--- config.mk ---
export PLATFORM = sky130hd
export DESIGN_NAME = cwa_ctrl
export DESIGN_NICKNAME = d
export VERILOG_FILES = /design/src/rtl/cwa_pkg.sv /design/src/rtl/cwa_ctrl.sv
export SDC_FILE = /design/constraint.sdc
export NUM_CORES = 1
export LEC_CHECK = 0
export ABC_AREA = 1
export ABC_CLOCK_PERIOD_IN_PS = 3720
export BUFFER_PORTS_ARGS = -buffer_cell sky130_fd_sc_hd__clkbuf_2
export CORE_ASPECT_RATIO = 0.6
export CORE_MARGIN = 3
export CORE_UTILIZATION = 35
export DETAILED_ROUTE_END_ITERATION = 8
export GPL_TIMING_DRIVEN = 0
export SYNTH_ARGS = -nofsm -noshare
export SYNTH_HDL_FRONTEND = slang
export SYNTH_SLANG_ARGS = --single-unit
--- constraint.sdc ---
create_clock -name clk -period 3.72 [get_ports clk]
set_input_delay 0.186 -clock clk [delete_from_list [all_inputs] [get_ports clk]]
set_output_delay 0.186 -clock clk [all_outputs]
set_load 0.01 [all_outputs]
--- src/rtl/cwa_pkg.sv ---
// Shared types, constants and the exp lookup table for the windowed attention block.
// Used by cwa_ctrl, cwa_dp and causal_window_attention; depends on nothing else.
package cwa_pkg;

	localparam int MAX_ROWS        = 512;
	localparam int MAX_HEAD_DIM    = 64;
	localparam int EXP_TABLE_DEPTH = 256;
	localparam int EXP_STEP_SHIFT  = 8;

	localparam int ROW_W  = $clog2(MAX_ROWS);
	localparam int DIM_W  = $clog2(MAX_HEAD_DIM);
	localparam int KV_AW  = ROW_W + DIM_W;
	localparam int CNT_W  = ROW_W + 1;
	localparam int HD_W   = 7;
	localparam int BAND_W = 9;
	localparam int TBL_AW = $clog2(EXP_TABLE_DEPTH);
	localparam int SUM_W  = 16 + ROW_W;
	localparam int ACC_W  = 33 + ROW_W;
	localparam int RCP_W  = 17;

	localparam logic [63:0] EXP_RATIO_Q32 = 64'd4034743495;

	// Register indexes on the configuration port.
	localparam logic [1:0] REG_HEAD_DIM = 2'd0;
	localparam logic [1:0] REG_BAND     = 2'd1;
	localparam logic [1:0] REG_SCALE    = 2'd2;

	typedef struct packed {
		logic signed [15:0] q_value;
		logic signed [15:0] k_value;
		logic signed [15:0] v_value;
		logic               last_element;
		logic               new_sequence;
	} cwa_in_t;

	typedef struct packed {
		logic signed [15:0] out_value;
		logic [5:0]         out_index;
		logic               last_result;
	} cwa_out_t;

	typedef enum logic [1:0] {
		OP_DOT,
		OP_EXP,
		OP_WGT,
		OP_OUT
	} cwa_op_t;

	typedef enum logic [3:0] {
		ST_IDLE,
		ST_DOT_RUN,
		ST_DOT_WAIT,
		ST_EXP_RUN,
		ST_EXP_WAIT,
		ST_DIV_START,
		ST_DIV_WAIT,
		ST_WGT_RUN,
		ST_WGT_WAIT,
		ST_OUT_RUN,
		ST_OUT_WAIT,
		ST_OUT_HOLD
	} cwa_state_t;

	typedef struct packed {
		logic                ld_we;
		logic [KV_AW-1:0]    ld_kv_addr;
		logic [DIM_W-1:0]    ld_q_addr;
		logic [KV_AW-1:0]    rd_kv_addr;
		logic [DIM_W-1:0]    rd_q_addr;
		logic [ROW_W-1:0]    rd_scr_addr;
		logic                issue;
		cwa_op_t             op;
		logic                first;
		logic                last;
		logic [ROW_W-1:0]    idx;
		logic [DIM_W-1:0]    dim;
		logic                dim_last;
		logic                div_start;
	} cwa_cmd_t;

	typedef struct packed {
		logic busy;
		logic out_full;
	} cwa_status_t;

	typedef logic [15:0] exp_table_t [EXP_TABLE_DEPTH];

	// exp(-i/16) in Q0.16, built by repeated rounded multiplication.
	function automatic exp_table_t build_exp_table();
		exp_table_t  tbl;
		logic [95:0] run;
		logic [95:0] ent;
		run = 96'd1 << 32;
		for (int i = 0; i < EXP_TABLE_DEPTH; i++) begin
			ent = (run + 96'd32768) >> 16;
			tbl[i] = (ent > 96'd65535) ? 16'hFFFF : ent[15:0];
			run = (run * {32'd0, EXP_RATIO_Q32} + 96'd2147483648) >> 32;
		end
		return tbl;
	endfunction

	localparam exp_table_t EXP_TABLE = build_exp_table();

endpackage

--- src/rtl/cwa_ctrl.sv ---
// Controller: row bookkeeping, ring pointers and the phase sequencer.
// Depends on cwa_pkg; drives the datapath through cwa_cmd_t.
module cwa_ctrl (
	input  logic                       clk,
	input  logic                       arst_n,
	input  logic                       in_valid,
	output logic                       in_ready,
	input  logic                       last_element,
	input  logic                       new_sequence,
	input  logic [cwa_pkg::HD_W-1:0]   head_dim_used,
	input  logic [cwa_pkg::BAND_W-1:0] window_band,
	output cwa_pkg::cwa_cmd_t          cmd,
	input  cwa_pkg::cwa_status_t       status
);
	import cwa_pkg::*;

	cwa_state_t        state_q, state_nx;
	logic [DIM_W-1:0]  elem_q;
	logic [ROW_W-1:0]  wp_q;
	logic [CNT_W-1:0]  held_q;
	logic [ROW_W-1:0]  slot_q;
	logic [HD_W-1:0]   dlen_q;
	logic [CNT_W-1:0]  win_q;
	logic [ROW_W-1:0]  j_q;
	logic [DIM_W-1:0]  d_q;

	logic [HD_W-1:0]   hd_eff;
	logic [DIM_W-1:0]  elem_base;
	logic [HD_W-1:0]   e7;
	logic              row_end;
	logic [ROW_W-1:0]  wp_base;
	logic [CNT_W-1:0]  held_base;
	logic [CNT_W-1:0]  held_next;
	logic [CNT_W-1:0]  band_win;
	logic [CNT_W-1:0]  win_next;
	logic              accept;
	logic              j_last;
	logic              d_last;
	logic [ROW_W-1:0]  row_sel;

	always_comb begin
		if (head_dim_used == '0) begin
			hd_eff = HD_W'(1);
		end else if (head_dim_used > HD_W'(MAX_HEAD_DIM)) begin
			hd_eff = HD_W'(MAX_HEAD_DIM);
		end else begin
			hd_eff = head_dim_used;
		end
	end

	assign elem_base = new_sequence ? '0 : elem_q;
	assign e7        = ({1'b0, elem_base} >= hd_eff) ? hd_eff - HD_W'(1) : {1'b0, elem_base};
	assign row_end   = last_element || (e7 + HD_W'(1) == hd_eff);
	assign wp_base   = new_sequence ? '0 : wp_q;
	assign held_base = new_sequence ? '0 : held_q;
	assign held_next = (held_base == CNT_W'(MAX_ROWS)) ? held_base : held_base + CNT_W'(1);
	assign band_win  = {1'b0, window_band} + CNT_W'(1);
	assign win_next  = (band_win > held_next) ? held_next : band_win;
	assign accept    = in_valid && in_ready;
	assign j_last    = ({1'b0, j_q} == win_q - CNT_W'(1));
	assign d_last    = ({1'b0, d_q} == dlen_q - HD_W'(1));
	assign row_sel   = slot_q - j_q;

	always_comb begin
		state_nx = state_q;
		case (state_q)
			ST_IDLE:      if (accept && row_end) state_nx = ST_DOT_RUN;
			ST_DOT_RUN:   if (d_last && j_last) state_nx = ST_DOT_WAIT;
			ST_DOT_WAIT:  if (!status.busy) state_nx = ST_EXP_RUN;
			ST_EXP_RUN:   if (j_last) state_nx = ST_EXP_WAIT;
			ST_EXP_WAIT:  if (!status.busy) state_nx = ST_DIV_START;
			ST_DIV_START: state_nx = ST_DIV_WAIT;
			ST_DIV_WAIT:  if (!status.busy) state_nx = ST_WGT_RUN;
			ST_WGT_RUN:   if (j_last) state_nx = ST_WGT_WAIT;
			ST_WGT_WAIT:  if (!status.busy) state_nx = ST_OUT_RUN;
			ST_OUT_RUN:   if (j_last) state_nx = ST_OUT_WAIT;
			ST_OUT_WAIT:  if (!status.busy) state_nx = ST_OUT_HOLD;
			ST_OUT_HOLD: begin
				if (!status.out_full) begin
					state_nx = d_last ? ST_IDLE : ST_OUT_RUN;
				end
			end
			default:      state_nx = ST_IDLE;
		endcase
	end

	always_comb begin
		in_ready         = (state_q == ST_IDLE);
		cmd              = '0;
		cmd.ld_we        = accept;
		cmd.ld_kv_addr   = {wp_base, e7[DIM_W-1:0]};
		cmd.ld_q_addr    = e7[DIM_W-1:0];
		cmd.rd_kv_addr   = {row_sel, d_q};
		cmd.rd_q_addr    = d_q;
		cmd.rd_scr_addr  = j_q;
		cmd.idx          = j_q;
		cmd.dim          = d_q;
		cmd.dim_last     = d_last;
		cmd.op           = OP_DOT;
		case (state_q)
			ST_DOT_RUN: begin
				cmd.issue = 1'b1;
				cmd.op    = OP_DOT;
				cmd.first = (d_q == '0);
				cmd.last  = d_last;
			end
			ST_EXP_RUN: begin
				cmd.issue = 1'b1;
				cmd.op    = OP_EXP;
				cmd.first = (j_q == '0);
				cmd.last  = j_last;
			end
			ST_WGT_RUN: begin
				cmd.issue = 1'b1;
				cmd.op    = OP_WGT;
				cmd.first = (j_q == '0);
				cmd.last  = j_last;
			end
			ST_OUT_RUN: begin
				cmd.issue = 1'b1;
				cmd.op    = OP_OUT;
				cmd.first = (j_q == '0);
				cmd.last  = j_last;
			end
			ST_DIV_START: cmd.div_start = 1'b1;
			default: ;
		endcase
	end

	always_ff @(posedge clk or negedge arst_n) begin
		if (!arst_n) begin
			state_q <= ST_IDLE;
			elem_q  <= '0;
			wp_q    <= '0;
			held_q  <= '0;
			slot_q  <= '0;
			dlen_q  <= HD_W'(1);
			win_q   <= CNT_W'(1);
			j_q     <= '0;
			d_q     <= '0;
		end else begin
			state_q <= state_nx;
			case (state_q)
				ST_IDLE: begin
					if (accept) begin
						if (row_end) begin
							elem_q <= '0;
							wp_q   <= wp_base + ROW_W'(1);
							held_q <= held_next;
							slot_q <= wp_base;
							dlen_q <= e7 + HD_W'(1);
							win_q  <= win_next;
							j_q    <= '0;
							d_q    <= '0;
						end else begin
							elem_q <= e7[DIM_W-1:0] + DIM_W'(1);
							wp_q   <= wp_base;
							held_q <= held_base;
						end
					end
				end
				ST_DOT_RUN: begin
					if (d_last) begin
						d_q <= '0;
						j_q <= j_last ? '0 : j_q + ROW_W'(1);
					end else begin
						d_q <= d_q + DIM_W'(1);
					end
				end
				ST_EXP_RUN, ST_WGT_RUN, ST_OUT_RUN: begin
					j_q <= j_last ? '0 : j_q + ROW_W'(1);
				end
				ST_OUT_HOLD: begin
					if (!status.out_full && !d_last) begin
						d_q <= d_q + DIM_W'(1);
					end
				end
				default: ;
			endcase
		end
	end

endmodule

; Word level (Yosys, flattened, before mapping)
; Cells that the tools add are included.
[totals]
register_bits = 70
output_inout_bits = 75
in_bits = 23
[classes]
order_cmp = 3
mux = 36
n_eq_ne = 30
n_addsub = 11
reduce_logical = 19
[op_table]
columns = op, n
row1 = two-way mux 9 bit, 6
row2 = two-way mux 4 bit, 12
row3 = case mux 4 bit (12 select lines), 1
row4 = two-way mux 10 bit, 4
row5 = two-way mux 6 bit, 6
row6 = case mux 9 bit (3 select lines), 1
row7 = inequality test 2 bit (second input constant), 12
row8 = two-way mux 7 bit, 3
row9 = case mux 5 bit (4 select lines), 1
row10 = adder 9 x 1 -> 9 bit (second input constant), 2
row11 = case mux 6 bit (3 select lines), 1
row12 = == test 4 x 3 -> 1 bit (second input constant), 4
row13 = == test 4 bit (second input constant), 4
row14 = subtractor 7 x 1 -> 7 bit (second input constant), 2
row15 = adder 6 x 1 -> 6 bit (second input constant), 2
row16 = AND reduction 11 bit, 1
row17 = adder 10 x 1 -> 10 bit (second input constant), 1
row18 = adder 9 x 1 -> 10 bit (second input constant), 1
row19 = == test 10 bit (second input constant), 1
row20 = == test 9 x 10 -> 1 bit, 1
row21 = greater-than comparator 10 bit, 1
row22 = subtractor 10 x 1 -> 10 bit (second input constant), 1
row23 = logical NOT 9 bit, 1
row24 = subtractor 9 bit, 1
row25 = other kinds (20), 29

; Logic depth before layout (Yosys ltp)
[logic_depth]
ltp_word = 11
mapped_depth = 30

; Worst setup path after synthesis
; OpenSTA, ideal clock, no wires.
[synth_timing]
path_kind = input-to-reg
startpoint = input head_dim_used[6] (netlist name)
endpoint = register state_q[0]
setup_slack_ps = 498
n_path_buf = 3
setup_time_ps = 117
required_ps = 3603
stages = 29
arrival_ps = 3105
cell_sequence = buf_6 > inv_2 > nand2_1 > o21ai_1 > nand2_1 > inv_1 > ha_1 > inv_1 > nor2_1 > nand3b_2 > nand3_2 > buf_6 > nand2_1 > nand2_2 > ha_1 > inv_1 > nand3_1 > nand3_1 > nor2_1 > nand2_1 > nor2_1 > nand3_1 > nor2_1 > nand3_2 > nand3_2 > buf_4 > nand3_1 > nand2_1 > nand2_1
[synth_lines]
columns = item, line
row1 = "start, declared", cwa_ctrl.sv:10  ; input logic [cwa_pkg::HD_W-1:0] head_dim_used,
row2 = "end signal, assigned", cwa_ctrl.sv:142  ; state_q <= state_nx;
row3 = "end, declared", cwa_ctrl.sv:17  ; cwa_state_t state_q, state_nx;

; Worst setup path after layout
[layout_timing]
startpoint = register elem_q[4]
endpoint = register win_q[7]
[layout_between]
elab_chain_cells = 7
[layout_lines]
columns = item, line
row1 = "start, declared", cwa_ctrl.sv:18  ; logic [DIM_W-1:0] elem_q;
row2 = "start signal, assigned", cwa_ctrl.sv:156  ; elem_q <= e7[DIM_W-1:0] + DIM_W'(1);
row3 = two-way mux 6 bit (*), cwa_ctrl.sv:51  ; assign elem_base = new_sequence ? '0 : elem_q;
row4 = greater-or-equal comparator 6 x 7 -> 1 bit, cwa_ctrl.sv:52  ; assign e7 = ({1'b0, elem_base} >= hd_eff) ? hd_eff - HD_W'(1) : {1'b0, elem_base};
row5 = two-way mux 7 bit (*), cwa_ctrl.sv:52
row6 = adder 7 x 1 -> 7 bit (*), cwa_ctrl.sv:53  ; assign row_end = last_element || (e7 + HD_W'(1) == hd_eff);
row7 = == test 7 bit (*), cwa_ctrl.sv:53
row8 = logical OR 1 bit (*), cwa_ctrl.sv:53
row9 = AND reduction 3 bit (no source line) (*), -
row10 = "end signal, assigned", cwa_ctrl.sv:152  ; win_q <= win_next;
row11 = "end, declared", cwa_ctrl.sv:23  ; logic [CNT_W-1:0] win_q;
; Mark *: on every way between the ends. The rest lies on a longest branch, timed or not.
; A chain may end at the register's enable or synchronous reset.

==> reports/results.ini <==
[drt]
drc = 0
antenna_left = 0
num_vias = 6006
drt_iter0_drc = 568
vias_per_cell = 4.805
dr.pass1.iters = 5
wl_um = 17170
avgRoutedWirePerCell_um = 13.74

[sta]
fmax_mhz = 283.3
skew_ns = 0.01015
setup_violations = 0
hold_violations = 0
setup_slack_ns = 0.1900
final.period_utilization_pct = 94.89
finalCriticalPeriod_ns = 3.530
maxSlewViolCount = 0
rsz0062_at_grt = true
worst_slew_pin_slew_ns = 0.9975
slew_headroom_pct = 33.50

[yosys]
syn-cell-area_um2 = 6117
netlist.top_cell.by_area = dfrtp_1
ys.flop_type = dfrtp_1
syn_inst = 903
syn_nets = 963
synthArstFlopShare_pct = 100.0
yosys_warnings = 0
yosysSeqAreaShare_pct = 28.68
synthTopCellsByArea = dfrtp_1, nand2_1, inv_1
synth_top_area_share_pct = 27.82
synth_area_per_cell_um2 = 6.774
yosysUniqueCellTypes = 46
synth_edf_count = 0
ys_ff_latch = 70

[power_and_ir_drop]
leakage_nw = 3.880
ir_worst_vdd_uv = 252.9
power_density_nw_per_um2 = 750.2

[die]
rows = 36
fp.coreArea_um2 = 16670
die_area_um2 = 19150
ioPinCount = 98
die_x_um = 176.7
start_util_pct = 36.70
die_h_um = 108.4

[cts]
cts_buffer_depth = 2
cts_buffers = 9
clk_latency_ns = 0.34
clkTransAtPathRegs_ns = 0.06
numClockSinks = 70
cts_tree = done
root_buffer = clkbuf_16
cts.htree.levels = 3

[critical_path]
endpoint = win_q[7]
crit_fanout = 10
r2r_slack_ns = 0.19
worstSetupEndpointType = flop
crit_path_top_delay_cell = dfrtp_1
critPathRequiredTime_ns = 4.00
critical_path_buf_inv_count = 5
r2r_cells = 26
slowest_delay_ns = 0.36
cp-start-kind = flop
cp.depth = 26
startpoint = elem_q[4]
crit_type = reg2reg
cp.arrival_ns = 3.81
crit_path_frequent_cell = nand2_1
r2r_end = win_q[7]
reg2reg_from = elem_q[4]
path_delay_family = simple AND/OR/NAND/NOR gates

[global_routing]
grt_first_pass_wirelength_um = 28260
antenna_found_initial = 0
grt_overflow = 0
grt_use_total_pct = 18.39
grt_pass1_vias = 5568
grt_max_degree = 62

[layout]
most-common-layout-cells = nand2_1, inv_1, clkbuf_2, nor2_1, nand3_1
areaGrowthSynthToFinish_pct = 21.95
stdcell_area_um2 = 7460
nNetsFinal = 1077
antenna_cells = 0
layout-drive-gt1-share_pct = 20.16
final_core_util_pct = 44.76
layout_commonest_cell = nand2_1
fillers = 1731

[placement]
place_ws_ns = -0.4066
placed_cell_area_um2 = 6913
gp_congestion = 0.8823
io_buffers = 96
dpl.hpwl_um = 13480

[outcome]
status = finished clean

[job]
cap_viol_max_count = 0

[min_path]
hp-class = in2async

[synthesized netlist by cell type (all sizes together), types with 3 or more instances]
cell type  instances
xnor2             10
inv              131
ha                36
xor2              45
dfrtp             68
o21ai             50
a21oi             22
nor2             103
nand2            218
buf               47
nand3             78
or2                3
o22ai              6
nor3              17
nor3b              3
nand3b             3
clkbuf             7
nand4             42
[power by group]
group	leakage (nW)	total (mW)	switching, mW	internal (mW)
sequential	0.928	1.23	0.208	1.02
combinational	2.80	3.41	2.13	1.28
clock	0.152	0.952	0.345	0.607
[final cells by class]
type	instances	area, µm²	share of cell area [%]
Clock buffer	11	242.7	3.254
Inverter	132	503.0	6.743
Clock inverter	5	83.83	1.124
Buffer	53	395.4	5.300
Tap cell	228	285.3	3.824
Multi-Input combinational cell	647	3630	48.66
Timing Repair Buffer	104	565.5	7.581
Sequential cell	70	1754	23.52
[per-layer routing]
| layer | part of all wire [%] | GRT usage [%] | vias up |
|---|---|---|---|
| met5 | 0 | 0 | - |
| met2 | 40 | 26.68 | 176 |
| met3 | 6.0 | 3.158 | 9 |
| met1 | 53 | 28.39 | 2698 |
| met4 | 0.69 | 3.754 | 0 |
| li1 | - | - | 3123 |
[worst reg2reg max path: cells and delay by family, from the launching register on]
kind,cells,cell delay (ns)
compound gates,1,0.20
fa+ha+maj,2,0.62
buf+inv,5,0.52
flops,1,0.36
simple gates,18,1.76
[metrics by stage]
step / power, mW / hold WS [ns] / instances / TNS [ns]
2_1_floorplan: 3.500 / -0.1096 / 903 / 0
3_3_place_gp: 4.453 / 0.4785 / 1227 / -19.55
3_5_place_dp: 4.488 / 0.06638 / 1228 / -20.17
4_1_cts: 5.487 / 0.2388 / 1245 / 0
5_1_grt: 6.160 / 0.2678 / 1250 / -0.2563
6_report: 5.597 / 0.2482 / 1250 / 0
[logic make-up (layout without fill, tap and decap cells)]
kind of cell             Yosys count  in the layout  synth area share (%)
AND/OR/NAND/NOR                  470            470                 34.20
buffers and inverters            186            305                 13.89
AO/OA/AOI/OAI                     85             85                 7.671
XOR/XNOR                          55             55                 7.875
adder cells (fa/ha/maj)           37             37                 7.691
flip-flops                        70             70                 28.68
[registers in the layout (all words and copies together), names as in the netlist]
signal,count
held_q,10
win_q,10
j_q,9
slot_q,9
wp_q,9
dlen_q,7
d_q,6
elem_q,6
state_q,4
[how the worst min path moves through the flow]
stage	endpoint	slack, ns	cells past startpoint
after floorplan	d_q[0]	-0.11	0
after global placement	slot_q[7]	0.48	2
after detailed placement	dlen_q[1]	0.07	1
after CTS	d_q[0]	0.24	2
after global routing	d_q[0]	0.27	2
final	d_q[0]	0.25	2
[repair_timing]
action,CTS,global route
gates resized for setup,5,48
pin swaps,0,4
hold buffers,1,0
setup buffers,0,6
hold endpoints to repair,9,0
endpoints found under the setup margin,65,71
Note: power is estimated with default switching activity, not from simulation.
